**src/hw/rtl/qrs_pkg.sv**
```systemverilog
`timescale 1ns / 1ps
// ---------------------------------------------------------------------------
// qrs_pkg
// types and fixed widths shared by the quadratic root solver
// ---------------------------------------------------------------------------
package qrs_pkg;

  typedef enum logic [1:0] {
    CLS_NONE = 2'd0,
    CLS_ONE  = 2'd1,
    CLS_TWO  = 2'd2,
    CLS_ALL  = 2'd3
  } root_class_t;

  localparam int COEF_W    = 32;
  localparam int DELTA_W   = 66;
  localparam int SQ_STEPS  = 34;
  localparam int RAD_W     = 2 * SQ_STEPS;
  localparam int ROOT_W    = SQ_STEPS;
  localparam int SQ_REM_W  = ROOT_W + 3;
  localparam int NUM_W     = 34;
  localparam int DEN_W     = 33;

  typedef struct packed {
    root_class_t        cls;
    logic [COEF_W-1:0]  a;
    logic [COEF_W-1:0]  b;
    logic [COEF_W-1:0]  c;
  } coef_side_t;

endpackage

```
**src/hw/rtl/qrs_sqrt_cell.sv**
```systemverilog
`timescale 1ns / 1ps
// ---------------------------------------------------------------------------
// qrs_sqrt_cell
// one digit step of the integer square root, two radicand bits per cell
// ---------------------------------------------------------------------------
module qrs_sqrt_cell #(
  parameter int SIDE_W = 8
) (
  input  logic                              clk,
  input  logic                              rst_n,
  input  logic                              in_valid,
  input  logic [qrs_pkg::RAD_W-1:0]         in_rad,
  input  logic [qrs_pkg::SQ_REM_W-1:0]      in_rem,
  input  logic [qrs_pkg::ROOT_W-1:0]        in_root,
  input  logic [SIDE_W-1:0]                 in_side,
  output logic                              out_valid,
  output logic [qrs_pkg::RAD_W-1:0]         out_rad,
  output logic [qrs_pkg::SQ_REM_W-1:0]      out_rem,
  output logic [qrs_pkg::ROOT_W-1:0]        out_root,
  output logic [SIDE_W-1:0]                 out_side
);

  logic [qrs_pkg::SQ_REM_W-1:0] rem_sh, trial, rem_nxt, rem_r;
  logic [qrs_pkg::ROOT_W-1:0]   root_nxt, root_r;
  logic [qrs_pkg::RAD_W-1:0]    rad_nxt, rad_r;
  logic [SIDE_W-1:0]            side_r;
  logic                         valid_r, ge;

  assign rem_sh   = {in_rem[qrs_pkg::SQ_REM_W-3:0], in_rad[qrs_pkg::RAD_W-1 -: 2]};
  assign trial    = {1'b0, in_root, 2'b01};
  assign ge       = rem_sh >= trial;
  assign rem_nxt  = ge ? (rem_sh - trial) : rem_sh;
  assign root_nxt = {in_root[qrs_pkg::ROOT_W-2:0], ge};
  assign rad_nxt  = {in_rad[qrs_pkg::RAD_W-3:0], 2'b00};

  always_ff @(posedge clk) begin
    if (!rst_n) begin
      valid_r <= 1'b0;
    end else begin
      valid_r <= in_valid;
    end
  end

  always_ff @(posedge clk) begin
    rem_r  <= rem_nxt;
    root_r <= root_nxt;
    rad_r  <= rad_nxt;
    side_r <= in_side;
  end

  assign out_valid = valid_r;
  assign out_rad   = rad_r;
  assign out_rem   = rem_r;
  assign out_root  = root_r;
  assign out_side  = side_r;

endmodule

```
**config.mk**
```make
export PLATFORM = sky130hd
export DESIGN_NAME = qrs_sqrt_cell
export DESIGN_NICKNAME = d
export VERILOG_FILES = /design/src/hw/rtl/qrs_pkg.sv /design/src/hw/rtl/qrs_sqrt_cell.sv
export SDC_FILE = /design/constraint.sdc
export NUM_CORES = 1
export LEC_CHECK = 0
export BUFFER_PORTS_ARGS = -buffer_cell sky130_fd_sc_hd__clkbuf_2
export CAP_MARGIN = 20
export CORE_AREA = 2 2 116 118
export DETAILED_ROUTE_END_ITERATION = 6
export DIE_AREA = 0 0 118 120
export PLACE_DENSITY_LB_ADDON = 0.2
export SLEW_MARGIN = 20
export SYNTH_ARGS = -nofsm -noshare
export SYNTH_HDL_FRONTEND = slang
export SYNTH_SLANG_ARGS = --single-unit
export TNS_END_PERCENT = 1
```
**constraint.sdc**
```tcl
create_clock -name clk -period 5.59 [get_ports clk]
set_input_delay 0.8385 -clock clk [delete_from_list [all_inputs] [get_ports clk]]
set_output_delay 0.8385 -clock clk [all_outputs]
set_load 0.02 [all_outputs]
```
==> flow_metrics.env <==
export IMPL_crit_path_start_kind="input pin"
export IMPL_cts_buffers_inserted=17
export IMPL_place_hpwl_mm=11.3
export IMPL_yosys_warnings=0
export IMPL_yosysSeqAreaShare_pct=53.8
export IMPL_die_area_um2=14200
export IMPL_power_leakage_nw=3.94
export IMPL_syn_cell_area_um2=5430
export IMPL_setup_tns_ns=0
export IMPL_yosysMostFrequentCell="dfxtp_1"
export IMPL_numPortBuffers=293
export IMPL_drc=0
export IMPL_drive_above_1_share_pct=40.4
export IMPL_wl_mm=14.3
export IMPL_fin_util_pct=58.3
export IMPL_finalHoldViolCount=0
export IMPL_cts_tree="built"
export IMPL_dr_pass1_iters=4
export IMPL_die_w_um=118
export IMPL_ant_nets=0
export IMPL_grt_overflow=0
export IMPL_grt_max_degree=55
export IMPL_grt_pass1_vias=4605
export IMPL_ctsHoldBuffers=0
export IMPL_synthTopCellsByArea="dfxtp_1 (54%), ha_1 (8.3%), a21oi_1 (4.9%), xnor2_1 (3.2%), nor2_1 (3.2%)"
export IMPL_ys_async_sr_fraction_pct=0
export IMPL_antenna_found_initial=0
export IMPL_synthCells=537
export IMPL_rsz0062_at_grt="false"
export IMPL_initialDrtViolationCount=211
export IMPL_drv_cap=0
export IMPL_dp_cells=992
export IMPL_slew_limit_headroom_pct=65.2
export IMPL_status="finished clean"
export IMPL_worst_pin_slew_ns=0.522
export IMPL_crit_path_max_fanout=54
export IMPL_via_per_inst=4.70
export IMPL_hp_start="in_rad[50]"
export IMPL_avgSynthCellArea_um2=10.1
export IMPL_track_usage_pct=19.9
export IMPL_min_delay_path_depth=1
export IMPL_p_per_area_nw_per_um2=372
export IMPL_ys_seq_elements=146
export IMPL_fin_crit_sh_pct=66.5
export IMPL_core_um2=13000
export IMPL_ios=298
export IMPL_final_cells=1023
export IMPL_critPathArrivalTime_ns=4.02
export IMPL_synth_top_area_cell="dfxtp_1"
export IMPL_max_clock_freq_ghz=0.269
export IMPL_diodes=0
export IMPL_hold_path_end="out_rad[52]"
export IMPL_wl_per_cell_um=14.0
export IMPL_syn2layout_area_growth_pct=39.5
export IMPL_start_util_pct=41.8
export IMPL_die_h_um=120
export IMPL_synth_commonest_cells="dfxtp_1 (146), a21oi_1 (53), nor2_1 (46), inv_1 (42), ha_1 (36)"
export IMPL_netlist_cell_type_count=51
export IMPL_cp_startpoint="in_root[4]"
export IMPL_post_cts_repair_setup_buffers=0
export IMPL_min_period_ns=3.72
export IMPL_hold_class="input pin to flip-flop"
export IMPL_cts_sinks=146
export IMPL_grt_pass1_wl_mm=22.2
export IMPL_post_cts_resized=0
export IMPL_critical_path_class="input pin to flip-flop"
export IMPL_yosysTopAreaCellShare_pct=53.8
export IMPL_num_rows=42
export IMPL_synth_edf_count=0
export IMPL_gp_congestion=0.829
export IMPL_vias=4806
export IMPL_synth_main_ff_cell="dfxtp_1"
export IMPL_clkTransAtPathRegs_ns=0.06
export IMPL_clockBufferDepth=2
export IMPL_slew_viol_final=0
export IMPL_critPathRequiredTime_ns=5.90
export IMPL_setup_viol=0
export IMPL_htree_levels=4
export IMPL_cp_end_kind="flip-flop"
export IMPL_cts_root_buf="clkbuf_16"
export IMPL_nets=1021
export IMPL_ir_drop_mv=0.185
## registers in the layout (all words and copies together) (netlist names)
signal and cells:
out_root 34, out_valid 1, out_rem 37, out_side 8, out_rad 66
## power breakdown
group | leakage, nW | switching (mW) | internal (mW)
combinational | 2.45 | 0.371 | 0.238
clock | 0.254 | 0.465 | 0.579
sequential | 1.23 | 0.0253 | 1.14
## critical path: stages
cell and delay, ns:
clkbuf_2 0.09, inv_1 0.04, ha_1 0.36, a211oi_2 0.31, o21ai_1 0.13, a221oi_2 0.43, a21oi_2 0.16, o31a_1 0.36
o21ai_1 0.17, a21o_1 0.47, inv_6 0.28, mux2_4 0.36
## per-layer routing
layer	part of all wire (%)	track usage, %	vias up
met5	0	0	-
met4	2.0	7.91	0
met3	5.5	4.94	23
met2	51	35.2	188
met1	42	23.0	2180
li1	-	-	2415
## worst max path at each step
stage | endpoint | slack [ns] | depth (start not counted)
final | out_rem[19] | 1.87 | 12
after global routing | out_rem[19] | 1.77 | 12
after CTS | out_rem[31] | 1.91 | 12
after detailed placement | out_rem[31] | 1.48 | 12
after global placement | out_rem[19] | 1.54 | 12
after floorplan | out_rem[19] | 2.33 | 13
## placed cells by master, fill, tap and decap left out, drive strengths merged, types with 3 or more instances in the layout
cell type and instances:
nor3 4, mux2 10, ha 36, a31o 3, dfxtp 146, o21ai 24, a211oi 4, o21a 5
nand3 6, clkbuf 310, inv 49, nand2 35, nor2 46, clkinv 3, nor2b 4, clkinvlp 5
o21bai 4, xor2 12, xnor2 20, and3 5, a31oi 7, o211ai 3, a21oi 54, nand2b 4
a21o 18, and2 7
## area by class of cell
type	instances	area, µm²
Clock buffer	17	425
Sequential cell	146	2920
Tap cell	176	220
Fill cell	1166	5410
Multi-Input combinational cell	334	2250
Inverter	43	166
Timing Repair Buffer	293	1470
Clock inverter	14	124
## cell families after synthesis
family | share of synthesized area, %
other | 0.0691
muxes | 2.54
adders and majority gates | 8.30
DFF | 53.8
AOI/OAI and AO/OA | 15.7
buffers and inverters | 4.84
and+or+nand+nor | 9.59
xor gates and xnor gates | 5.16
## stage by stage
step	hold slack, ns	total power [mW]	setup WS, ns	instance area [µm²]
floorplan	0.866	1.59	2.33	5430
global placement	0.941	1.79	1.54	7020
detailed placement	0.942	1.80	1.48	7020
global route	0.495	2.95	1.77	7570
finish	0.518	2.82	1.87	7570
CTS	0.501	2.85	1.91	7570
(Power assumes the default switching activity.)
