File: config.mk
export PLATFORM = sky130hd
export DESIGN_NAME = qrs_div_cell
export DESIGN_NICKNAME = d
export VERILOG_FILES = /design/src/hw/rtl/qrs_pkg.sv /design/src/hw/rtl/qrs_div_cell.sv
export SDC_FILE = /design/constraint.sdc
export NUM_CORES = 1
export LEC_CHECK = 0
export BUFFER_PORTS_ARGS = -buffer_cell sky130_fd_sc_hd__buf_2
export CORE_AREA = 2 2 139 141
export CTS_BUF_LIST = sky130_fd_sc_hd__clkbuf_4
export CTS_CLUSTER_SIZE = 12
export DETAILED_ROUTE_END_ITERATION = 7
export DIE_AREA = 0 0 141 143
export HOLD_SLACK_MARGIN = 0.12
export PLACE_DENSITY = 0.62
export SLEW_MARGIN = 20
export SYNTH_ARGS = -nofsm -noshare
export SYNTH_HDL_FRONTEND = slang
export SYNTH_SLANG_ARGS = --single-unit
File: constraint.sdc
create_clock -name clk -period 3.05 [get_ports clk]
set_input_delay 0.7625 -clock clk [delete_from_list [all_inputs] [get_ports clk]]
set_output_delay 0.7625 -clock clk [all_outputs]
set_load 0.01 [all_outputs]
File: src/hw/rtl/qrs_pkg.sv
`timescale 1ns / 1ps
// ---------------------------------------------------------------------------
// qrs_pkg
// types and fixed widths shared by the quadratic root solver
// ---------------------------------------------------------------------------
package qrs_pkg;

  typedef enum logic [1:0] {
    CLS_NONE = 2'd0,
    CLS_ONE  = 2'd1,
    CLS_TWO  = 2'd2,
    CLS_ALL  = 2'd3
  } root_class_t;

  localparam int COEF_W    = 32;
  localparam int DELTA_W   = 66;
  localparam int SQ_STEPS  = 34;
  localparam int RAD_W     = 2 * SQ_STEPS;
  localparam int ROOT_W    = SQ_STEPS;
  localparam int SQ_REM_W  = ROOT_W + 3;
  localparam int NUM_W     = 34;
  localparam int DEN_W     = 33;

  typedef struct packed {
    root_class_t        cls;
    logic [COEF_W-1:0]  a;
    logic [COEF_W-1:0]  b;
    logic [COEF_W-1:0]  c;
  } coef_side_t;

endpackage

File: src/hw/rtl/qrs_div_cell.sv
`timescale 1ns / 1ps
// ---------------------------------------------------------------------------
// qrs_div_cell
// one restoring long-division step, one quotient bit per cell
// ---------------------------------------------------------------------------
module qrs_div_cell #(
  parameter int DIV_W  = 50,
  parameter int SIDE_W = 1
) (
  input  logic                          clk,
  input  logic                          rst_n,
  input  logic                          in_valid,
  input  logic [DIV_W-1:0]              in_dvd,
  input  logic [qrs_pkg::DEN_W-1:0]     in_den,
  input  logic [qrs_pkg::DEN_W-1:0]     in_rem,
  input  logic [DIV_W-1:0]              in_quo,
  input  logic [SIDE_W-1:0]             in_side,
  output logic                          out_valid,
  output logic [DIV_W-1:0]              out_dvd,
  output logic [qrs_pkg::DEN_W-1:0]     out_den,
  output logic [qrs_pkg::DEN_W-1:0]     out_rem,
  output logic [DIV_W-1:0]              out_quo,
  output logic [SIDE_W-1:0]             out_side
);

  logic [qrs_pkg::DEN_W:0]   rem_sh, diff;
  logic [qrs_pkg::DEN_W-1:0] rem_nxt, rem_r, den_r;
  logic [DIV_W-1:0]          quo_r, dvd_r;
  logic [SIDE_W-1:0]         side_r;
  logic                      valid_r, ge;

  assign rem_sh  = {in_rem, in_dvd[DIV_W-1]};
  assign ge      = rem_sh >= {1'b0, in_den};
  assign diff    = rem_sh - {1'b0, in_den};
  assign rem_nxt = ge ? diff[qrs_pkg::DEN_W-1:0] : rem_sh[qrs_pkg::DEN_W-1:0];

  always_ff @(posedge clk) begin
    if (!rst_n) begin
      valid_r <= 1'b0;
    end else begin
      valid_r <= in_valid;
    end
  end

  always_ff @(posedge clk) begin
    rem_r  <= rem_nxt;
    quo_r  <= {in_quo[DIV_W-2:0], ge};
    dvd_r  <= {in_dvd[DIV_W-2:0], 1'b0};
    den_r  <= in_den;
    side_r <= in_side;
  end

  assign out_valid = valid_r;
  assign out_dvd   = dvd_r;
  assign out_den   = den_r;
  assign out_rem   = rem_r;
  assign out_quo   = quo_r;
  assign out_side  = side_r;

endmodule

==> impl_metrics.tcl, run 1 <==
set metrics [dict create \
    syn_inst 536 \
    slowest_stage "fa_1" \
    async_flop_share_pct 0 \
    p_switching_w 0.001560 \
    tritoncts "done" \
    cpPeakStageDelay_ns 0.40 \
    startpoint_type "input port" \
    numCtsBuffers 17 \
    cts_resized 0 \
    clkSinkCount 167 \
    setup_ws_ns 0.2934 \
    avgRoutedWirePerCell_microns 16.84 \
    maxCapViolCount 0 \
    synth_area_sq_mm 0.005888 \
    outcome "finished clean" \
    synth-edff-count 0 \
    cp.depth 14 \
    cts-root-buf "clkbuf_4" \
    die_area_sq_mm 0.02016 \
    nets 1134 \
    ctsHoldBuffers 0 \
    post-route-period-util_pct 90.38 \
    pwr-share-clk_pct 27.0 \
    port_buffers 335 \
    drv_slew 0 \
    hold_class "input port to register" \
    min_period_ns 2.757 \
    syn-num-nets 740 \
    dp_hpwl_microns 16450 \
    layout_commonest_cell "buf_2" \
    firstDrtPassIters 4 \
    cpMostUsedCell "inv_1" \
    grt_pass1_vias 5207 \
    path_cells "buf_2 > inv_1 > ha_1 > inv_1 > fa_1 > a21o_1 > a221oi_4 > buf_4 > o21ai_2 > a21boi_2 > o31ai_2 > a21oi_4 > buf_12 > mux2_4" \
    ys_types 62 \
    fillers 1823 \
    rsz0062_at_grt "false" \
    drive_gt1_share_pct 49.89 \
    grt-ovfl-total 0 \
    io_pins 338 \
    die_h_microns 143 \
    dp_slack_ns -0.2940 \
    comb_power_share_pct 23.1 \
    hold_violations 0 \
    crit_path_start "in_dvd[49]" \
    worst_hold_slack_ns 0.2789 \
    antenna_left 0 \
    seq_area_frac_synth_pct 56.78 \
    drt_iter0_markers 173 \
    start_util_pct 31.69 \
    grt_start_max_net_pins 23 \
    synth_seq_cells 167 \
    internal_power_w 0.003270 \
    cts_htree_levels 4 \
    yosysWarnings 0 \
    max_freq_mhz 362.8 \
    setup_viol 0 \
    seqPwrFrac_pct 49.9 \
    leakagePower_nw 4.331 \
    row_count 50 \
    syn2layout_area_growth_pct 44.35 \
    design.core.area_sq_mm 0.01858 \
    routed_via_density 4.438 \
    end_kind "register" \
    seqCellArea_sq_mm 0.003343 \
    critPathRequiredTime_ns 3.51 \
    peakVddDrop_v 0.0002370 \
    drc 0 \
    cts_max_path_buffers 2 \
    path_clk_slew_ns 0.17 \
    crit_family "compound AO/OA/AOI/OAI gates" \
    path_buf_inv 5 \
    route.final.wire_length_microns 19820 \
    cts_setup_buffers 0 \
    crit_type "input port to register" \
    grt_pass1_wl_microns 28630 \
    avgSynthCellArea_sq_um 10.99 \
    dr_total_vias 5223 \
    multi_input_area_sq_mm 0.002235 \
    switching_share_pct 32.29 \
    crit_path_max_fanout 3 \
    antenna_found_initial 4 \
    arrival_ns 3.21 \
    final_cell_mix "335 x buf_2, 167 x dfxtp_1, 53 x buf_4" \
    die_w_microns 141 \
    grt_use_total_pct 18.92 \
    powerDensity_mw_per_mm2 568.2 \
    synth_flop_cell "dfxtp_1" \
    place.gp.congestion 0.8403 \
    critPathCapture "out_rem[1]" \
]
## cell families (layout without fill, tap and decap cells)
kind of cell	after synthesis	after routing	synth area share (%)
AOI/OAI and AO/OA	136	136	17.02
adders and majority gates	34	34	7.352
DFF	167	167	56.78
buffers and inverters	63	469	5.461
other	1	2	0.06369
muxes	1	1	0.2549
and+or+nand+nor	106	106	8.903
xor gates and xnor gates	28	28	4.165
## cell type report
| type | count | area share (%) |
|---|---|---|
| flip-flops and latches | 167 | 39.33 |
| diodes | 1 | 0.02944 |
| clock buffers | 17 | 1.502 |
| inverters | 45 | 1.987 |
| multi-input cells | 306 | 26.29 |
| repair buffers | 393 | 25.59 |
| well taps | 234 | 3.445 |
| clock inverters | 14 | 1.825 |
## layer usage
layer	vias up	global-route usage, %	share of wire (%)
li1	2620	-	-
met5	-	0	0.20
met4	6	4.316	1.1
met2	209	33.40	50
met1	2368	21.49	40
met3	20	7.679	8.8
## cells in the mapped netlist (4+ instances only)
cell type	n	share of area [%]
a21o_1	12	1.5
a21oi_1	32	2.7
and3_1	7	0.74
buf_2	6	0.51
buf_6	5	0.96
dfxtp_1	167	57
ha_1	33	7.0
inv_1	44	2.8
nand2_1	42	2.7
nand2_2	10	1.1
nand2b_1	4	0.42
nand3_1	6	0.51
nand4_1	5	0.53
nor2_1	14	0.89
nor3_1	4	0.34
o21a_1	4	0.51
o21ai_0	14	1.2
o21ai_1	13	1.1
o21ai_2	20	3.0
o21bai_1	6	0.76
o31ai_1	4	0.51
xnor2_1	15	2.2
xor2_1	13	1.9
## sequential cells by signal, indices dropped and copies added (netlist names)
name       count
out_rem       33
out_dvd       49
out_valid      1
out_den       33
out_side       1
out_quo       50
## power by group through the flow
stage                     logic [W]  registers, W  clock network (W)
after detailed placement    0.00113       0.00246                  0
final                       0.00112       0.00241            0.00130
after CTS                   0.00113       0.00241            0.00134
after global placement      0.00112       0.00246                  0
after global routing        0.00122       0.00243            0.00143
after floorplan            0.000485       0.00256                  0
## worst min path at each step
stage                    start           to  slack, ns  depth (start not counted)
CTS                 in_quo[32]  out_quo[33]       0.23                          1
global placement    in_dvd[36]  out_dvd[37]       0.87                          1
finish              in_quo[32]  out_quo[33]       0.28                          1
global route        in_quo[12]  out_quo[13]       0.21                          1
floorplan            in_den[0]   out_den[0]       0.79                          0
detailed placement  in_quo[16]  out_quo[17]       0.87                          1
## per-stage QoR
| stage | TNS, ns | cells | util, % | area (sq um) | total power, W |
|---|---|---|---|---|---|
| finish | 0 | 1177 | 45.74 | 8499 | 0.004830 |
| global route | 0 | 1177 | 45.74 | 8499 | 0.005083 |
| CTS | 0 | 1176 | 45.73 | 8497 | 0.004891 |
| detailed placement | -8.493 | 1145 | 44.21 | 8214 | 0.003583 |
| global placement | -7.523 | 1145 | 44.21 | 8214 | 0.003574 |
| floorplan | 0 | 536 | - | 5899 | 0.003050 |
(Power assumes the default switching activity.)
==> inputs of run 2 (changes only) <==
==> constraint.sdc (replaced) <==
create_clock -name clk -period 3.05 [get_ports clk]
set_input_delay 0 -clock clk [delete_from_list [all_inputs] [get_ports clk]]
set_output_delay 0 -clock clk [all_outputs]
set_load 0.01 [all_outputs]
==> impl_metrics.tcl, run 2 <==
set metrics [dict create \
    ctsHoldBuffers 226 \
    syn-num-nets 740 \
    synth-edff-count 0 \
    cts_htree_levels 4 \
    cts_setup_buffers 0 \
    synth_top_cell_area_share_pct 56.78 \
    error "[ERROR RSZ-0060] Max buffer count reached." \
    row_count 50 \
    start_util_pct 31.69 \
    syn_inst 536 \
    cts_resized 0 \
    synth_area_sq_mm 0.005888 \
    yosysWarnings 0 \
    io_pins 338 \
    cts_max_path_buffers 2 \
    place.gp.congestion 0.8755 \
    ys_types 62 \
    numCtsBuffers 17 \
    die_h_microns 143 \
    stop_stage "clock tree synthesis (4_1_cts)" \
    synth_flop_cell "dfxtp_1" \
    outcome "aborted with a tool error" \
    netlist_top_cells_count "167 x dfxtp_1, 44 x inv_1, 42 x nand2_1" \
    synth_seq_cells 167 \
    avgSynthCellArea_sq_um 10.99 \
    dp.cells 1093 \
    seq_area_frac_synth_pct 56.78 \
    cts-root-buf "clkbuf_4" \
    yosys.area.top_type "dfxtp_1" \
    clkSinkCount 167 \
    yosysMostFrequentCell "dfxtp_1" \
    async_flop_share_pct 0 \
    synth.area.top_cells "dfxtp_1 57%, ha_1 7.0%, o21ai_2 3.0%" \
    port_buffers 335 \
    dp_hpwl_microns 16230 \
    die_w_microns 141 \
]
-- run 2: logic make-up after synthesis --
family	count (synthesis)	share of synthesized area, %
DFF	167	56.78
muxes	1	0.2549
xor gates and xnor gates	28	4.165
AOI/OAI and AO/OA	136	17.02
buffers and inverters	63	5.461
and+or+nand+nor	106	8.903
other	1	0.06369
adders and majority gates	34	7.352
-- run 2: metrics by stage --
step / worst slack, ns / instance area [sq um] / util, % / hold slack (ns)
after detailed placement: 0.3737 / 7762 / 41.78 / 0.1036
after global placement: 0.4019 / 7762 / 41.78 / 0.1029
after floorplan: 0.7426 / 5888 / - / 0.02772
==> inputs of run 3 (changes only) <==
CORE_AREA = 2 2 175 177   (was 2 2 139 141)
CTS_BUF_LIST = default   (was sky130_fd_sc_hd__clkbuf_4)
CTS_CLUSTER_SIZE = default   (was 12)
DIE_AREA = 0 0 177 179   (was 0 0 141 143)
HOLD_SLACK_MARGIN = default   (was 0.12)
PLACE_DENSITY = default   (was 0.62)
PLACE_DENSITY_LB_ADDON = 0.15   (was default)
clock period = 4 ns   (was 3.05 ns; I/O delays follow)
==> impl_metrics.tcl, run 3 (synthesized netlist as in run 1, its figures left out) <==
set metrics [dict create \
    critPathRequiredTime_ns 4.33 \
    min_period_ns 3.072 \
    io_pins 338 \
    grt_start_max_net_pins 23 \
    place.gp.congestion 0.8109 \
    grt_use_total_pct 13.84 \
    setup_viol 0 \
    post-route-period-util_pct 76.81 \
    grt_pass1_wl_microns 32000 \
    drt_iter0_markers 204 \
    routed_via_density 3.814 \
    slew_headroom_pct 51.88 \
    peakVddDrop_v 0.0002606 \
    die_h_microns 179 \
    row_count 64 \
    crit_type "input port to register" \
    path_clk_slew_ns 0.07 \
    maxCapViolCount 0 \
    start_util_pct 19.61 \
    setup_tns_ns 0 \
    numCtsBuffers 17 \
    port_buffers 335 \
    tightest_slew_ns 0.7140 \
    rsz0062_at_grt "false" \
    dr_total_vias 5542 \
    syn2layout_area_growth_pct 73.93 \
    drc 0 \
    final_cell_mix "335 x buf_2, 168 x dlygate4sd3_1, 167 x dfxtp_1" \
    use_met3_pct 4.220 \
    grt_busiest_layer "met2" \
    grt_pass1_vias 5500 \
    arrival_ns 3.40 \
    met1_usage_pct 15.24 \
    antenna_found_initial 0 \
    firstDrtPassIters 4 \
    hold_depth 7 \
    outcome "finished clean" \
    tritoncts "done" \
    worst_hold_slack_ns 0.1525 \
    antenna_cells 0 \
    nets 1248 \
    crit_path_max_fanout 3 \
    drive_gt1_share_pct 39.36 \
    die_w_microns 177 \
    design.core.area_sq_mm 0.03003 \
    die_area_sq_mm 0.03168 \
    met2_usage_pct 24.71 \
    end_kind "register" \
    cts_setup_buffers 0 \
    max_freq_mhz 325.5 \
    path_cells "dlygate4sd3_1 > buf_2 > inv_1 > ha_1 > inv_1 > fa_1 > a21o_1 > a221oi_2 > o21ai_2 > a21boi_2 > o31ai_2 > a31oi_1 > xor2_1 > o21ai_1 > dlygate4sd3_1" \
    cts-root-buf "clkbuf_16" \
    avgRoutedWirePerCell_microns 15.49 \
    cts_htree_levels 4 \
    slowest_stage "dlygate4sd3_1" \
    cpPeakStageDelay_ns 0.54 \
    clkSinkCount 167 \
    largest_reg_flops 50 \
    drv_slew 0 \
    powerDensity_mw_per_mm2 439.2 \
    min_from "in_rem[32]" \
    layout_commonest_cell "buf_2" \
    dp_hpwl_microns 17520 \
    route.final.wire_length_microns 22510 \
    hold_class "input port to register" \
    leakagePower_nw 4.897 \
    startpoint_type "input port" \
    hold_violations 0 \
    worst_hold_path.endpoint "out_rem[32]" \
    antenna_left 0 \
    cts_max_path_buffers 2 \
    grt-ovfl-total 0 \
]
## run 3: power by group
| part | switching, W | leakage [nW] | internal [W] |
|---|---|---|---|
| clock | 0.000728 | 0.300 | 0.00103 |
| combinational | 0.000470 | 3.19 | 0.000437 |
| sequential | 0.0000321 | 1.41 | 0.00181 |
## run 3: cell type report
cell class	count	area, sq um
Clock buffer	20	456.7
Multi-Input combinational cell	306	2223
Fill cell	3136	19790
Inverter	45	168.9
Clock inverter	12	165.2
Timing Repair Buffer	507	3388
Tap cell	396	495.5
Sequential cell	167	3343
## run 3: metal layers
metal / routed length (microns) / up-vias / part of all wire (%)
met2: 11330 / 221 / 50
met5: 0 / - / 0
met3: 1724 / 24 / 7.7
li1: - / 2848 / -
met1: 9010 / 2449 / 40
met4: 453 / 0 / 2.0
## run 3: how the worst max path moves through the flow
stage / start / slack (ns) / endpoint
global route: in_dvd[49] / 0.65 / out_rem[30]
CTS: in_dvd[49] / 0.88 / out_rem[30]
floorplan: in_dvd[49] / 1.69 / out_rem[1]
finish: in_dvd[49] / 0.93 / out_rem[30]
detailed placement: in_dvd[49] / 0.99 / out_rem[1]
global placement: in_dvd[49] / 1.03 / out_rem[1]
## run 3: worst max-delay path, delay by kind of cell
family / cells / cell delay, ns
AO/OA/AOI/OAI: 7 / 1.39
buffers and inverters: 5 / 1.31
adder cells (fa/ha/maj): 2 / 0.56
XOR/XNOR: 1 / 0.16
## run 3: through the flow
step                total power (W)  instances  util, %  setup slack [ns]  instance area [sq um]
floorplan                  0.002322        536        -             1.693                   5888
global placement           0.002661       1253    26.43             1.028                   7938
detailed placement         0.002660       1253    26.43            0.9948                   7938
CTS                        0.004595       1453    34.10            0.8810                  10240
global route               0.004739       1453    34.10            0.6547                  10240
finish                     0.004498       1453    34.10            0.9277                  10240
## run 3: repair_timing
item | 4_1_cts | 5_1_grt
hold buffers | 168 | 0
resized for setup | 0 | 0
setup endpoints to repair | 0 | 0
endpoints found under the hold margin | 166 | 0
