File: config.mk
export PLATFORM = sky130hd
export DESIGN_NAME = qrs_back
export DESIGN_NICKNAME = d
export VERILOG_FILES = /design/src/hw/rtl/qrs_pkg.sv /design/src/hw/rtl/qrs_back.sv
export SDC_FILE = /design/constraint.sdc
export NUM_CORES = 1
export LEC_CHECK = 0
export ABC_AREA = 1
export BUFFER_PORTS_ARGS = -buffer_cell sky130_fd_sc_hd__buf_2
export CORE_MARGIN = 3
export CORE_UTILIZATION = 49
export DETAILED_ROUTE_END_ITERATION = 8
export PLACE_DENSITY = 0.69
export SYNTH_ARGS = -nofsm -noshare
export SYNTH_HDL_FRONTEND = slang
export SYNTH_SLANG_ARGS = --single-unit
File: constraint.sdc
create_clock -name clk -period 3.3 [get_ports clk]
set_clock_uncertainty 0.15 [all_clocks]
set_input_delay 0.66 -clock clk [delete_from_list [all_inputs] [get_ports clk]]
set_output_delay 0.66 -clock clk [all_outputs]
set_load 0.05 [all_outputs]
File: src/hw/rtl/qrs_pkg.sv
`timescale 1ns / 1ps
// ---------------------------------------------------------------------------
// qrs_pkg
// types and fixed widths shared by the quadratic root solver
// ---------------------------------------------------------------------------
package qrs_pkg;

  typedef enum logic [1:0] {
    CLS_NONE = 2'd0,
    CLS_ONE  = 2'd1,
    CLS_TWO  = 2'd2,
    CLS_ALL  = 2'd3
  } root_class_t;

  localparam int COEF_W    = 32;
  localparam int DELTA_W   = 66;
  localparam int SQ_STEPS  = 34;
  localparam int RAD_W     = 2 * SQ_STEPS;
  localparam int ROOT_W    = SQ_STEPS;
  localparam int SQ_REM_W  = ROOT_W + 3;
  localparam int NUM_W     = 34;
  localparam int DEN_W     = 33;

  typedef struct packed {
    root_class_t        cls;
    logic [COEF_W-1:0]  a;
    logic [COEF_W-1:0]  b;
    logic [COEF_W-1:0]  c;
  } coef_side_t;

endpackage

File: src/hw/rtl/qrs_back.sv
`timescale 1ns / 1ps
// ---------------------------------------------------------------------------
// qrs_back
// quotient signs, second root, clamping and result register
// ---------------------------------------------------------------------------
module qrs_back #(
  parameter int DIV_W = 50
) (
  input  logic                         clk,
  input  logic                         rst_n,
  input  logic                         in_valid,
  input  qrs_pkg::root_class_t         in_cls,
  input  logic [DIV_W-1:0]             in_q1,
  input  logic                         in_neg1,
  input  logic [DIV_W-1:0]             in_q2,
  input  logic                         in_neg2,
  output logic                         out_valid,
  output logic [1:0]                   out_root_class,
  output logic signed [31:0]           out_root_first,
  output logic signed [31:0]           out_root_second,
  output logic                         out_saturated
);

  localparam int XW = DIV_W + 2;
  localparam logic signed [XW-1:0] MAXV = XW'(32'sh7fffffff);
  localparam logic signed [XW-1:0] MINV = XW'($signed(32'h80000000));

  logic                       v1_r, v2_r, v3_r;
  qrs_pkg::root_class_t       cls1_r, cls2_r;
  logic signed [DIV_W:0]      x1_r, q2_r, x1_nxt, q2_nxt;
  logic signed [XW-1:0]       x1e_r, x2_r, x2_nxt;
  logic [32:0]                c1, c2;
  logic [1:0]                 cls_o_r;
  logic signed [31:0]         r1_r, r2_r, r1_nxt, r2_nxt;
  logic                       sat_r, sat_nxt;

  function automatic logic [32:0] clamp(input logic signed [XW-1:0] v);
    logic [32:0] res;
    if (v > MAXV) begin
      res = {1'b1, 32'h7fffffff};
    end else if (v < MINV) begin
      res = {1'b1, 32'h80000000};
    end else begin
      res = {1'b0, v[31:0]};
    end
    return res;
  endfunction

  assign x1_nxt = in_neg1 ? -$signed({1'b0, in_q1}) : $signed({1'b0, in_q1});
  assign q2_nxt = in_neg2 ? -$signed({1'b0, in_q2}) : $signed({1'b0, in_q2});
  assign x2_nxt = -XW'(x1_r) - XW'(q2_r);

  assign c1 = clamp(x1e_r);
  assign c2 = clamp(x2_r);

  always_comb begin
    r1_nxt  = '0;
    r2_nxt  = '0;
    sat_nxt = 1'b0;
    unique case (cls2_r)
      qrs_pkg::CLS_ONE: begin
        r1_nxt  = c1[31:0];
        sat_nxt = c1[32];
      end
      qrs_pkg::CLS_TWO: begin
        r1_nxt  = c1[31:0];
        r2_nxt  = c2[31:0];
        sat_nxt = c1[32] | c2[32];
      end
      default: begin
        r1_nxt  = '0;
      end
    endcase
  end

  always_ff @(posedge clk) begin
    if (!rst_n) begin
      v1_r <= 1'b0;
      v2_r <= 1'b0;
      v3_r <= 1'b0;
    end else begin
      v1_r <= in_valid;
      v2_r <= v1_r;
      v3_r <= v2_r;
    end
  end

  always_ff @(posedge clk) begin
    x1_r    <= x1_nxt;
    q2_r    <= q2_nxt;
    cls1_r  <= in_cls;
    x1e_r   <= XW'(x1_r);
    x2_r    <= x2_nxt;
    cls2_r  <= cls1_r;
    cls_o_r <= cls2_r;
    r1_r    <= r1_nxt;
    r2_r    <= r2_nxt;
    sat_r   <= sat_nxt;
  end

  assign out_valid       = v3_r;
  assign out_root_class  = cls_o_r;
  assign out_root_first  = r1_r;
  assign out_root_second = r2_r;
  assign out_saturated   = sat_r;

endmodule

==> results of run 1 <==
[cell type report]
| class | instances | area, um^2 | area share |
|---|---|---|---|
| diodes | 1 | 2.502 | 0.0001402 |
| multi-input cells | 1583 | 8212 | 0.4601 |
| flip-flops and latches | 279 | 5585 | 0.3129 |
| clock buffers | 39 | 802.0 | 0.04494 |
| well taps | 396 | 495.5 | 0.02776 |
| repair buffers | 193 | 1013 | 0.05678 |
| clock inverters | 11 | 172.7 | 0.009674 |
| inverters | 417 | 1565 | 0.08770 |
[routing by layer]
layer	track usage	part of all wire
met3	0.03364	0.058
met4	0.1113	0.043
met1	0.3749	0.44
met2	0.5134	0.46
met5	0	0
[logic make-up (layout without fill, tap and decap cells)]
group | Yosys count | after routing | synth area share
AOI/OAI and AO/OA | 176 | 176 | 0.06156
adders and majority gates | 106 | 106 | 0.08601
xor gates and xnor gates | 102 | 102 | 0.05761
other | 0 | 1 | 0
and+or+nand+nor | 1199 | 1199 | 0.3244
buffers and inverters | 450 | 660 | 0.1103
DFF | 279 | 279 | 0.3602
[synthesized netlist by cell type, drive strengths merged (4+ instances only)]
cell type / count / area [um^2]
nand2: 712 / 2700
inv: 417 / 1565
dfxtp: 279 / 5585
nor2: 248 / 968.4
nand3: 121 / 610.6
a21oi: 114 / 570.6
ha: 105 / 1314
xor2: 85 / 744.5
nand4: 59 / 375.4
o21ai: 45 / 259.0
nor3: 30 / 177.7
clkbuf: 19 / 71.32
xnor2: 17 / 148.9
buf: 14 / 73.82
and2: 7 / 43.80
nand3b: 7 / 52.55
nor4: 6 / 37.54
o21bai: 6 / 45.04
or2: 5 / 31.28
o21a: 4 / 30.03
[worst register-to-register path: stages, from the launching register on]
cell                      delay (ns)
sky130_fd_sc_hd__dfxtp_1        0.31
sky130_fd_sc_hd__inv_1          0.12
sky130_fd_sc_hd__ha_1           0.23
sky130_fd_sc_hd__ha_1           0.29
sky130_fd_sc_hd__fa_1           0.56
sky130_fd_sc_hd__nand2_1        0.11
sky130_fd_sc_hd__nand3_1        0.09
sky130_fd_sc_hd__nand3_1        0.09
sky130_fd_sc_hd__nand2_1        0.13
sky130_fd_sc_hd__nand2_1        0.10
sky130_fd_sc_hd__nand2_1        0.17
sky130_fd_sc_hd__nand2_1        0.10
sky130_fd_sc_hd__nand3_1        0.12
sky130_fd_sc_hd__xor2_1         0.25
[power groups by stage]
stage	Clock, uW	Combinational, uW	Sequential, uW
after floorplan	0	1970	4500
after global placement	0	3300	4260
after detailed placement	0	3310	4270
after CTS	3290	3340	4200
after global routing	3420	3760	4250
final	3250	3380	4200
[final timing paths]
path,startpoint,endpoint,depth (start not counted)
setup / recovery,q2_r[0]$_DFF_P_,x2_r[33]$_DFF_P_,13
hold / removal,in_cls[0],cls1_r[0]$_DFF_P_,1
hold reg to reg,cls1_r[0]$_DFF_P_,cls2_r[0]$_DFF_P_,0
setup reg to reg,q2_r[0]$_DFF_P_,x2_r[33]$_DFF_P_,13
[through the flow]
step	setup slack [ns]	util
finish	0.3536	0.5774
global route	0.2127	0.5774
CTS	0.4048	0.5774
detailed placement	0.04079	0.5458
global placement	0.09749	0.5458
floorplan	1.069	-
[sequential cells by signal, indices dropped and copies added (netlist names)]
name and cells:
v2_r 1, out_root_class 2, q2_r 51, v1_r 1, out_valid 1, out_root_second 32
cls1_r 2, out_saturated 1, cls2_r 2, x1e_r 51, x2_r 52, out_root_first 32
x1_r 51
==> results.md, run 1 <==
Floorplanning:
- In this run the standard cell core region covers 30910 um^2.
- For this design the top-level I/O count stands at 175.
- The die height is 183.9 um.
- Measured along the x axis, the die boundary spans 183.9 um.
- The total number of placement rows is 64.
- The starting density of the core is 0.5017.
- The die covers 33820 um^2.

Power and ir drop:
- The switching share of power is 0.3588.
- The internal power consumption is 6942 uW.
- The worst vdd rail ir drop is 358.8 uV.
- The analysis attributes to cell leakage a power of 0.009602 uW.
- The net load switching power is 3884 uW.
- The portion of total power attributed to the clock network is 0.300.
- The proportion of power drawn by combinational gates is 0.313.
- Of the total power, registers draw 0.388.
- The power density over the cells is 606.6 nW/um^2.
- The total power consumption of the routed design is 10830 uW.

Timing:
- Adding up every negative setup slack in the final design gives 0 ns.
- The hold slack is 0.05658 ns.
- The final critical path time including I/O delays and setup is 2.946 ns.
- The count of final max-slew check failures is 0.
- Measured against its own limit, the worst slew margin works out to 0.3422.
- The highest achievable clock rate is 339.4 MHz.
- Setup violations remaining at the end of the flow were counted as 0.
- Setup repair after global routing left no endpoint under its margin.
- For the pin with the worst max-slew slack, the measured transition is 0.9765 ns.
- The final number of hold-violating endpoints is 0.
- The fraction of the cycle the final worst path needs is 0.8929.

Critical path:
- By instance count, the cell type seen most on the critical path is sky130_fd_sc_hd__nand2_1.
- The category of the worst setup path capture point is a register.
- Along the worst path, the maximum fanout reaches 5.
- Counting both buffers and inverters, the worst setup path holds a total of 1.
- The data arrival time at the worst-slack endpoint is 3.23 ns.
- For flop-to-flop paths, the worst setup slack is 0.35 ns.
- The worst setup path is launched from a register.
- The critical path required time is 3.59 ns.
- Broken down by cell family, the worst path's largest delay share belongs to adder cells.
- The critical path is of the register to register type.
- Traced cell by cell, the critical path runs through inv_1, ha_1, ha_1, fa_1, nand2_1, nand3_1, nand3_1, nand2_1, nand2_1, nand2_1, nand2_1, nand3_1, xor2_1.
- The largest stage delay on the critical path is 0.56 ns.
- The cell with the largest stage delay on the worst path is sky130_fd_sc_hd__fa_1.

Clock network:
- Clock tree synthesis selected as its root buffer the cell sky130_fd_sc_hd__clkbuf_16.
- The maximum level of the CTS H-tree is 1.
- The longest clock path from root to sink contains 3 buffers.
- After clock tree synthesis, the flow added hold-fix buffers numbering 0.
- The post-CTS setup buffer count is 0.
- The worst-skew pair later-pin latency is 0.56 ns.
- TritonCTS built the clock tree.
- The number of gates resized after CTS was 0.
- The tree built by TritonCTS fans out to 279 sinks.
- TritonCTS created 28 clock buffers.
- The clock transition at the registers of the reported paths is 0.06 ns.

Route:
- The final layout contains routed wiring with a total length of 50150 um.
- For this run, design rule violations remaining after detail routing come to 0.
- In the final routed layout, each cell accounts on average for 17.18 um.
- In the routed layout, each cell is associated on average with a via count of 5.029.
- The iteration count of the initial detailed-routing pass is 5.
- The post-detailed-route count of antenna-violating nets is 0.
- The total vias in the final route is 14.68k.
- After the first detailed-routing iteration, the DRC count stood at 1005.

Layout:
- The library cell used most frequently in the layout, excluding fill and tap cells, is sky130_fd_sc_hd__nand2_1.
- The filler cells instantiated in the layout total 3079.
- In the final design database the tool counted 2715 nets.
- The area growth from synthesis to layout is 15.10%.
- In the layout the commonest cells are sky130_fd_sc_hd__nand2_1 (707), sky130_fd_sc_hd__inv_1 (413), sky130_fd_sc_hd__dfxtp_1 (279).
- After routing the design area is 17850 um^2.
- The share of layout cells above drive strength 1 is 0.1075.
- Excluding fillers, the count of instances in the completed layout stands at 2919.

Placement:
- The routability congestion estimate from global placement is 0.9797.
- The number of buffers added on ports is 174.
- After detailed placement, the total cell area comes to 16870 um^2.
- Counting tap cells, the placed design contains a total of 2868 instances.
- The sum of net half-perimeters after detailed placement is 42620 um.

Synthesis:
- Counting flops and latches in the post-synthesis netlist gives 279.
- Among all flip-flop cells after synthesis, the most frequent one is sky130_fd_sc_hd__dfxtp_1.
- The number of enable flip-flop cells after synthesis is 0.
- The cell count after synthesis came out at 2312.
- The netlist area before placement is 15510 um^2.
- The synthesized area divided by synthesized cell count is 6.707 um^2.
- During synthesis, Yosys emitted a total of 0 warnings.
- The share of flip-flops with an asynchronous set or reset after synthesis is 0.
- The count of different cell masters after synthesis is 44.
- Synthesis produced a netlist with a net count of 2525.
- The sequential fraction of the synthesis area is 0.3602.

GRT:
- The number of antenna violations at the first check in global routing is 5.
- The first global-routing pass estimated 77630 um of wire.
- The total grt overflow is 0.
- For this run, the total global-route usage over all layers was measured as 0.2945.
- The via count of the first global-routing pass is 14.53k.
- The pin count of the biggest net entering global routing is 48.

Run status:
- The run finished with clean final reports.

Job:
- The number of max-cap violations is 0.

Min path:
- In this run the worst hold path is classified as input pin to register.
Power figures use the tool's default switching activity.
==> run 2: changes to the inputs <==
Clock period 3.3 ns to 3.7 ns, I/O delays scaled along.
==> run 2 against run 1 <==
Against the previous run:
- first-iteration DRC count is 9.3% higher
- combinational power fell by 11%
- clock power decreased by 11%
- sequential share of layout area grew 0.18 points
- global-route usage up 0.48 points
- cell count is 0.34% lower
- register-to-register slack better by 0.38 ns
- maximum frequency down 0.67%
- via count increased by 0.47%
- setup slack better by 0.38 ns
- clock-buffer cell count increased by 1
- critical path type unchanged
- largest cell class unchanged
==> results.md, run 2 (synthesis gave the netlist of run 1 again) <==
Run status:
- The flow ran to the end, and the final reports show no timing, DRC or antenna violations.

GRT:
- The first global-routing pass estimated 78430 um of wire.
- The via count of the first global-routing pass is 14.49k.
- For met2 alone, demand over resource in global routing was 0.5179.
- In the global route stage, overall resource usage came out at 0.2994.
- The total grt overflow is 0.
- The number of antenna violations at the first check in global routing was 1.
- The met3 track demand over resource in global routing is 0.03008.
- In this run the most used layer during global routing was met2.
- The met1 track utilization from global routing is 0.3848.
- The pin count of the biggest net entering global routing is 38.

Power and ir drop:
- The analysis attributes to cell leakage a power of 0.009535 uW.
- Dividing total power by cell area gives a power density of 542.0 nW/um^2.
- Across the VDD grid, the largest voltage drop is 348.4 uV.

Critical path:
- The data arrival time at the worst-slack endpoint is 3.25 ns.
- In this run the critical register-to-register path is launched from x1_r[1]$_DFF_P_.
- The critical path launch point is x1_r[1]$_DFF_P_.
- The worst setup path is captured at a register.
- STA puts the critical path data required time at 3.99 ns.
- The sort of element at the start of the critical path is a register.
- The kind of critical path is register to register.
- The worst-path maximum fanout is 5.

Clock network:
- The clock transition at the registers of the reported paths is 0.06 ns.
- The number of buffers added by the clock tree synthesis step is 29.
- TritonCTS built the clock tree.
- Clock tree synthesis found a total of 279 sinks.
- After clock tree synthesis, the repair step resized 0 gates.
- CTS built an H-tree with a depth of 1.
- The worst-skew pair later-pin latency is 0.57 ns.
- The CTS root buffer is sky130_fd_sc_hd__clkbuf_16.
- The count of hold buffers inserted by post-cts repair is 0.
- In this run the deepest clock path goes through 3 buffers.
- The post-CTS setup buffer count is 0.

Timing:
- Static timing analysis puts the maximum clock frequency at 337.1 MHz.
- The count of final max-slew check failures is 0.
- Setup violations remaining at the end of the flow were counted as 0.
- Setup repair after global routing left no endpoint under its margin.
- At the pin with the least slew margin, the transition time is 1.064 ns.
- Dividing the final minimum period by the clock period gives 0.8017.
- The final number of hold-violating endpoints is 0.
- For the final routed database, the setup TNS stands at 0 ns.
- The worst relative slew slack is 0.2905.
- For the finished layout, the period the worst path requires is 2.966 ns.

Floorplanning:
- The overall die width is 183.9 um.
- The starting density of the core is 0.5017.
- The number of primary I/O pins is 175.
- The die height is 183.9 um.
- The total number of placement rows is 64.
- The floorplan step defined a core boundary enclosing 30910 um^2.
- The area of the die is 33820 um^2.

Layout:
- The relative area change from synthesis to final layout is 14.43%.
- The commonest non-fill, non-tap cell in the layout is sky130_fd_sc_hd__nand2_1.
- Measured on the finished design, the core utilization comes to 0.5741.
- The number of nets in the final layout is 2706.
- The library cells used most frequently in the layout, excluding fill and tap cells, are sky130_fd_sc_hd__nand2_1 (707), sky130_fd_sc_hd__inv_1 (413), sky130_fd_sc_hd__dfxtp_1 (279).
- The register bank with the most flops is x2_r.
- Of the cells placed in the final design, the portion with a size suffix greater than 1 is 0.1035.
- The count of antenna diodes in the layout is 0.
- The flip-flop count of the largest register after layout is 52.

Placement:
- Input and output buffers added on the ports amount to 174.
- The sum of net half-perimeters after detailed placement is 43070 um.
- The routability congestion estimate from global placement is 1.019.

Route:
- The total vias in the final route is 14.75k.
- The violation count after the first detailed-route iteration is 1098.
- The post-detailed-route count of antenna-violating nets is 0.
- The iteration count of the initial detailed-routing pass is 7.
- After detailed routing, the number of remaining DRC violations is 0.
- Using the TritonRoute via totals, the vias-per-cell ratio works out to 5.070.
- After detailed routing, the average wire length per cell comes to 17.41 um.
- For this block, the routed nets add up to 50650 um of wire.

Min path:
- The origin of the worst min-delay path is in_cls[1].
- The kind of path behind the tightest hold check is input pin to register.

Job:
- The tool flagged a number of max-cap violations equal to 0.
## run 2: final timing paths
kind | cells after the start | slack (ns) | end
setup / recovery | 13 | 0.73 | x2_r[29]$_DFF_P_
hold / removal | 1 | 0.13 | cls1_r[1]$_DFF_P_
setup reg to reg | 13 | 0.73 | x2_r[29]$_DFF_P_
hold reg to reg | 0 | 0.18 | cls2_r[0]$_DFF_P_
## run 2: cell type report
class	instances	area (um^2)
fillers	3085	13160
clock inverters	11	142.6
multi-input cells	1583	8212
inverters	417	1565
clock buffers	40	807.0
flip-flops and latches	279	5585
well taps	396	495.5
repair buffers	183	938.4
## run 2: critical path, cell delays in order (launching register included)
cell and delay [ns]:
sky130_fd_sc_hd__dfxtp_1 0.31, sky130_fd_sc_hd__ha_1 0.30, sky130_fd_sc_hd__inv_1 0.06, sky130_fd_sc_hd__ha_1 0.37
sky130_fd_sc_hd__fa_1 0.45, sky130_fd_sc_hd__nand2_1 0.08, sky130_fd_sc_hd__nand3_1 0.10, sky130_fd_sc_hd__nand3_1 0.08
sky130_fd_sc_hd__nand2_1 0.15, sky130_fd_sc_hd__nand2_1 0.07, sky130_fd_sc_hd__nand2_1 0.16, sky130_fd_sc_hd__nand3_1 0.12
sky130_fd_sc_hd__nand2_1 0.13, sky130_fd_sc_hd__xor2_1 0.31
## run 2: stage by stage
step	cells	hold WS, ns	area (um^2)	worst slack, ns	total power [uW]
global route	2909	0.1053	17750	0.6301	10170
floorplan	2312	0.1596	15510	1.469	5766
detailed placement	2858	0.1654	16800	0.8342	6740
CTS	2909	0.1043	17750	0.8111	9624
global placement	2858	0.1679	16800	0.7849	6728
finish	2909	0.1294	17750	0.7336	9618
## run 2: metal layers
layer	routed length, um	up-vias
li1	-	7498
met1	22300	6664
met2	23450	485
met3	2700	102
met4	2195	0
met5	0	-
## run 2: report_power, final
group / total (uW) / internal [uW] / switching (uW)
Sequential: 3740 / 3530 / 207
Clock: 2880 / 1680 / 1200
Combinational: 3000 / 894 / 2110
